### config.mk
export PLATFORM = sky130hd
export DESIGN_NAME = hpp_queue
export DESIGN_NICKNAME = d
export VERILOG_FILES = /design/src/rtl/hpp_pkg.sv /design/src/rtl/hpp_queue.sv
export SDC_FILE = /design/constraint.sdc
export NUM_CORES = 1
export LEC_CHECK = 0
export ABC_CLOCK_PERIOD_IN_PS = 4700
export BUFFER_PORTS_ARGS = -buffer_cell sky130_fd_sc_hd__buf_2
export CORE_MARGIN = 2
export CORE_UTILIZATION = 45
export DETAILED_ROUTE_END_ITERATION = 12
export GPL_TIMING_DRIVEN = 0
export PLACE_DENSITY_LB_ADDON = 0.2
export SLEW_MARGIN = 20
export SYNTH_ARGS = -nofsm -noshare
export SYNTH_HDL_FRONTEND = slang
export SYNTH_SLANG_ARGS = --single-unit
### constraint.sdc
create_clock -name clock -period 4.7 [get_ports clock]
set_clock_uncertainty 0.15 [all_clocks]
set_input_delay 0.47 -clock clock [delete_from_list [all_inputs] [get_ports clock]]
set_output_delay 0.47 -clock clock [all_outputs]
set_load 0.1 [all_outputs]
### src/rtl/hpp_pkg.sv
`timescale 1ns / 1ps
package hpp_pkg;

   localparam int PIX_W  = 16;
   localparam int COEF_W = 32;
   localparam int THR_W  = 31;
   localparam int PROD_W = COEF_W + PIX_W + 1;
   localparam int SUM_W  = 50;
   localparam int MAG_W  = 50;
   localparam int Q_W    = 48;
   localparam int FRAC_W = 16;
   localparam int INT_W  = 32;
   localparam int CSR_W  = 64;
   localparam int CSR_A  = 3;
   localparam int REQ_W  = 32;
   localparam int RSP_W  = 96;
   localparam int USER_W = 2;

   localparam logic [CSR_A-1:0] CSR_H11_H12 = 3'd0;
   localparam logic [CSR_A-1:0] CSR_H13_H21 = 3'd1;
   localparam logic [CSR_A-1:0] CSR_H22_H23 = 3'd2;
   localparam logic [CSR_A-1:0] CSR_H31_H32 = 3'd3;
   localparam logic [CSR_A-1:0] CSR_H33     = 3'd4;
   localparam logic [CSR_A-1:0] CSR_W_THR   = 3'd5;

   typedef struct packed {
      logic signed [COEF_W-1:0] h11;
      logic signed [COEF_W-1:0] h12;
      logic signed [COEF_W-1:0] h13;
      logic signed [COEF_W-1:0] h21;
      logic signed [COEF_W-1:0] h22;
      logic signed [COEF_W-1:0] h23;
      logic signed [COEF_W-1:0] h31;
      logic signed [COEF_W-1:0] h32;
      logic signed [COEF_W-1:0] h33;
      logic [THR_W-1:0]         thr;
   } coef_type;

   typedef struct packed {
      logic [MAG_W-1:0] ax;
      logic [MAG_W-1:0] ay;
      logic [MAG_W-1:0] aw;
      logic             neg_x;
      logic             neg_y;
      logic             invalid;
      logic             ov_x;
      logic             ov_y;
   } div_item_type;

endpackage

### src/rtl/hpp_queue.sv
`timescale 1ns / 1ps
module hpp_queue
   import hpp_pkg::*;
#(
   parameter int DEPTH = 4
) (
   input  logic         clock,
   input  logic         reset,
   input  logic         push,
   input  div_item_type push_item,
   input  logic         pop,
   output div_item_type head,
   output logic         empty,
   output logic         full
);

   localparam int PTR_W = (DEPTH > 1) ? $clog2(DEPTH) : 1;
   localparam int CNT_W = $clog2(DEPTH + 1);

   div_item_type mem_ff [DEPTH];
   logic [PTR_W-1:0] wr_ff, rd_ff;
   logic [CNT_W-1:0] cnt_ff;

   assign empty = (cnt_ff == '0);
   assign full  = (cnt_ff == CNT_W'(DEPTH));
   assign head  = mem_ff[rd_ff];

   always_ff @(posedge clock) begin
      if (reset) begin
         wr_ff  <= '0;
         rd_ff  <= '0;
         cnt_ff <= '0;
      end else begin
         if (push) begin
            wr_ff <= (wr_ff == PTR_W'(DEPTH - 1)) ? '0 : wr_ff + 1'b1;
         end
         if (pop) begin
            rd_ff <= (rd_ff == PTR_W'(DEPTH - 1)) ? '0 : rd_ff + 1'b1;
         end
         if (push && !pop) begin
            cnt_ff <= cnt_ff + 1'b1;
         end else if (pop && !push) begin
            cnt_ff <= cnt_ff - 1'b1;
         end
      end
   end

   always_ff @(posedge clock) begin
      if (push) begin
         mem_ff[wr_ff] <= push_item;
      end
   end

endmodule

# ---- Word level (Yosys, flattened, before mapping)
# Memories as Yosys holds them, arrays and structs flattened. A register that Yosys moved wholly into a read port is not among the register bits.
# Index checks and enable logic that the tools add are counted.
dict set report totals {
  memories 1
  reg_bits 7
  out_inout_bits 157
  ramBits 620
  in_bits 159
  elab_cells 25
}
# name words word_bits read_ports rd_clocked_by_memory_dff write_ports line_no
set mem_list {}
lappend mem_list {mem_ff 4 155 1 1 1 hpp_queue.sv:20} ;# div_item_type mem_ff [DEPTH];
dict set report op_classes {
  n_reduce_logical 6
  muxes 8
  addsub 4
  eq_ne 3
}
# op n
set ops {}
lappend ops {{two-way mux 2 bit} 4}
lappend ops {{two-way mux 3 bit} 2}
lappend ops {{adder 2 x 1 -> 2 bit, second input constant} 2}
lappend ops {{equality test 2 bit, second input constant} 2}
lappend ops {{adder 3 x 1 -> 3 bit, second input constant} 1}
lappend ops {{equality test 3 bit, second input constant} 1}
lappend ops {{zero test 3 bit} 1}
lappend ops {{subtractor 3 x 1 -> 3 bit, second input constant} 1}
lappend ops {{logical AND 1 bit} 2}
lappend ops {{zero test 1 bit} 2}
lappend ops {{two-way mux 1 bit} 2}
lappend ops {{nonzero test 2 bit} 1}

# ---- Logic depth before layout (Yosys ltp)
dict set report logic_depth {
  word_depth 4
  depth_mapped 7
  depth_no_buf 7
}

# ---- Worst setup path before layout
# OpenSTA, ideal clock, no wires.
dict set report synth_timing {
  kind {register to register}
  start {register wr_ff[0]}
  end {memory mem_ff[0][0] (netlist bit) (enable)}
  setup_time_ps 533
  setup_slack_ps -67
  required_ps 4017
  arrival_ps 4084
  synth_period_minus_slack_ps 4767
  stages_incl_launch_ff 4
  n_path_buf 0
  path_cell_list {dfxtp_1 > inv_1 > ha_1 > and2_1}
}
# element line_no
set synth_rtl {}
lappend synth_rtl {{start: declaration} hpp_queue.sv:21} ;# logic [PTR_W-1:0] wr_ff, rd_ff;
lappend synth_rtl {{start signal: assignment} hpp_queue.sv:35} ;# wr_ff <= (wr_ff == PTR_W'(DEPTH - 1)) ? '0 : wr_ff + 1'b1;
lappend synth_rtl {{end: declaration} hpp_queue.sv:20}
# Straight into the memory's write port.

==> results <==
- The flow ran to the end, and the final reports show no timing, DRC or antenna violations.
- In this run, synthesis inferred just over 600 flip-flops with an integrated enable.
- After synthesis, the share of flip-flops with an asynchronous set or reset is 0.
- The highest ir drop seen on vdd is roughly 0.39 mV.
- The number of clock sinks is around 630.
- The commonest cells after synthesis are sky130_fd_sc_hd__edfxtp_1 (620), sky130_fd_sc_hd__mux4_2 (155), sky130_fd_sc_hd__buf_2 (16), sky130_fd_sc_hd__buf_4 (11), sky130_fd_sc_hd__dfxtp_1 (9).
- The average wire per cell in the routed design is 21.5 µm.
- The die outline width is 229 µm.
- The actual slew at the worst max-slew pin is 852 ps.
- The largest net degree at the start of global routing is 45.
- The ratio of cells with drive above 1 in the final layout is 0.419.
- The post-detailed-route DRC marker count is 0.
- The power density over cell area is 472 mW/mm².
- No sink is reached through more buffers than the 3 on the longest clock path.
- The first global-routing pass estimated 69,800 µm of wire.
- The gate count after technology mapping is 853.
- The aggregate global-route resource usage is 0.177.
- The number of vias per cell is 5.12.
- The floorplan step set the die height to 229 µm.
- Synthesis instantiated 19 different standard cells from the library.
- During I/O placement, the number of pins put on the boundary was 316.
- Including well taps, the total number of placed cells is approximately 1,900.
- The initial standard-cell utilization of the core is 0.455.
- The count of routing violations after the opening detailed-route iteration is around 760.
- The worst register-to-register path begins at wr_ff[0].
- The endpoint kind of the worst setup timing path is a primary output.
- The core region is 0.0501 mm².
- The via count of the first global-routing pass is 11,800.
- STA puts the critical path data arrival time at ~2700 ps.
- In this run, CTS created clock tree buffers numbering 68.
- In this run the post-CTS setup repair buffer count came out at 0.
- The number of pins with negative max-slew slack in the final report came to 0.
- The share of synthesized area in the top cell type comes to 0.817.
- The initial antenna violation count is 5.
- Averaged over all synthesized cells, the footprint is roughly 27 µm².
- CTS placed an instance of sky130_fd_sc_hd__clkbuf_16 at the clock tree root.
- Summing every instance area after synthesis gives 0.0228 mm².
- The number of nets in the synthesized netlist is between 1,000 and 1,500.
- The number of nets still failing antenna checks after routing is 0.
- In this run the core area contains 82 standard-cell rows.
- Counting the fill cells in the layout gives 3,696.
- The quantity of gates resized following cts is 0.
- The highest fanout seen on the critical path is 10.
- The beginning of the worst hold path is pop.
- Max-cap violations in this run came to 0.
- The number of flip-flops and latches in the synthesized netlist is 629.
- The worst hold-check path type is input pin to register.
- For the worst-skew pair, the clock arrives at the later sink with an insertion delay of 570 ps.
- The clock transition at the registers of the reported paths is 60 ps.
- The endpoint identified for the worst register-to-register timing path is mem_ff[1][51].
- After routing, the total negative slack on setup checks comes to 0 ps.
- Setup repair after global routing left no endpoint under its margin.
- The setup path with the least slack is of type register to primary output.
- The worst path needs approximately 3300 ps of the cycle, external delays included.
- The number of failing hold endpoints at the final stage is 0.
- The worst path meets setup with 1350 ps of slack.
- Sorting the synthesized cells by area gives the leading types as sky130_fd_sc_hd__edfxtp_1 (82%), sky130_fd_sc_hd__mux4_2 (15%), sky130_fd_sc_hd__dfxtp_1 (0.79%).
- The depth of the worst register-to-register path is 4.
- The worst-case headroom to the max-slew limit is 0.432.
- The number of instances on the worst hold path is 3.
- Summed over all nets, the half-perimeter wirelength after detailed placement is roughly 28,000 µm.
- The routed layout has around 11,000 vias.
- The setup check on the worst reg-to-reg path leaves a slack of ~2500 ps.
- The area of the die is 0.0524 mm².
- The commonest register cell after synthesis is sky130_fd_sc_hd__edfxtp_1.
- The number of synthesis warnings is 0.
- The most frequently used cell type in the post-synthesis netlist is sky130_fd_sc_hd__edfxtp_1.
- The post-synthesis cell type with the largest combined area is sky130_fd_sc_hd__edfxtp_1.
- The count of port buffers added during placement is 315.
- CTS built an H-tree with a depth of 3.
- The TritonCTS clock tree is built.
- The total length of routed wires is around 46,000 µm.
- For this run, the top clock speed supported by timing is around 300 MHz.
- Setup violations remaining at the end of the flow were counted as 0.
- The final layout contains 1,575 nets.
- The finished layout holds 2,128 standard cells, fillers aside.
- The total congestion overflow after global routing is 0.
- The share of synthesized area occupied by flip-flops and latches is 0.825.
- The tightest hold path in the finished design has a slack of 82.1 ps.
- For this run, the detailed router's first-pass iteration total came to 6.
- The congestion estimate from routability-driven global placement came to 0.696.
- At the worst endpoint, the required time is 4080 ps.
- Before CTS, the worst setup slack after placement is 1850 ps.
- The analysis attributes to cell leakage a power of 9.96 nW.
- The final period utilization is 0.713.
- The type of origin of the critical path is a register.
- Compared with the post-synthesis result, the final layout area differs by 28.0%.
## worst max-delay path by stage
| stage | cells after the start | end | slack, ps |
|---|---|---|---|
| 6_report | 4 | head[84] | 1350 |
| 5_1_grt | 4 | head[81] | 1150 |
| 4_1_cts | 4 | head[84] | 1200 |
| 3_5_place_dp | 4 | head[84] | 1850 |
| 3_3_place_gp | 2 | mem_ff[1][3] | -120 |
| 2_1_floorplan | 1 | full | 1530 |
## sequential cells by signal, indices dropped and copies added (netlist names), named ones only
| signal | flops |
|---|---|
| cnt_ff | 3 |
| mem_ff | 620 |
| rd_ff | 2 |
| wr_ff | 2 |
## power by group
group,total (W),switching [W],internal (W)
logic,0.00244,0.00187,0.000571
clock network,0.00485,0.00203,0.00282
registers,0.00648,0.0000519,0.00643
total,0.0138,0.00395,0.00982
## stage by stage
| step | utilization | cell area [µm²] | total power, W |
|---|---|---|---|
| 6_report | 0.582 | 29100 | 0.0138 |
| 5_1_grt | 0.582 | 29100 | 0.0143 |
| 4_1_cts | 0.582 | 29100 | 0.0140 |
| 3_5_place_dp | 0.511 | 25600 | 0.00896 |
| 3_3_place_gp | 0.503 | 25200 | 0.00893 |
| 2_1_floorplan | - | 22800 | 0.00847 |
## worst max-delay path, stage by stage (launching register included)
cell and delay (ps):
sky130_fd_sc_hd__dfxtp_1 320, sky130_fd_sc_hd__clkbuf_1 640, sky130_fd_sc_hd__buf_2 460, sky130_fd_sc_hd__mux4_2 250
sky130_fd_sc_hd__buf_2 470
## cell type report
cell class                 instances  area [µm²]  area share
antenna                            4        10.0    0.000343
buffer                            34         226     0.00777
clock buffer                      84        1760      0.0604
clock inverter                    29         238     0.00816
inverter                           4        15.0    0.000515
multi-input combinational        186        3750       0.129
sequential                       629       18800       0.645
tap                              672         841      0.0288
timing repair buffer             486        3510       0.121
## per-layer routing
layer	global-route usage	wire [µm]	part of all wire	up-vias
met5	0	24	0.00053	-
met4	0.0481	1010	0.022	4
met3	0.0590	3210	0.070	80
met2	0.284	22100	0.48	285
met1	0.234	19400	0.42	5693
li1	-	-	-	4836
## placed cells by master, fill, tap and decap left out, drive strengths merged, types with 2 or more instances in the layout
| cell | netlist | final |
|---|---|---|
| a21oi | 2 | 2 |
| and2 | 4 | 4 |
| buf | 32 | 362 |
| bufinv | 0 | 3 |
| clkbuf | 2 | 86 |
| clkinv | 0 | 23 |
| dfxtp | 9 | 9 |
| diode | 0 | 4 |
| dlygate4sd3 | 0 | 156 |
| edfxtp | 620 | 620 |
| ha | 6 | 6 |
| inv | 4 | 6 |
| mux2i | 4 | 4 |
| mux4 | 155 | 155 |
| nor2 | 7 | 7 |
| nor3b | 2 | 2 |
| xor2 | 2 | 2 |
## repair_timing
| action | in CTS | in global routing |
|---|---|---|
| setup endpoints to repair | 0 | 0 |
| endpoints found under the hold margin | 625 | 0 |
| hold buffers | 156 | 0 |
## cells by family after synthesis
logic type               synth area share
AO/OA/AOI/OAI                    0.000659
AND/OR/NAND/NOR                   0.00341
flip-flops                          0.825
multiplexers                        0.155
buffers and inverters              0.0106
adder cells (fa/ha/maj)           0.00418
XOR/XNOR                         0.000769
Power figures use the tool's default switching activity.
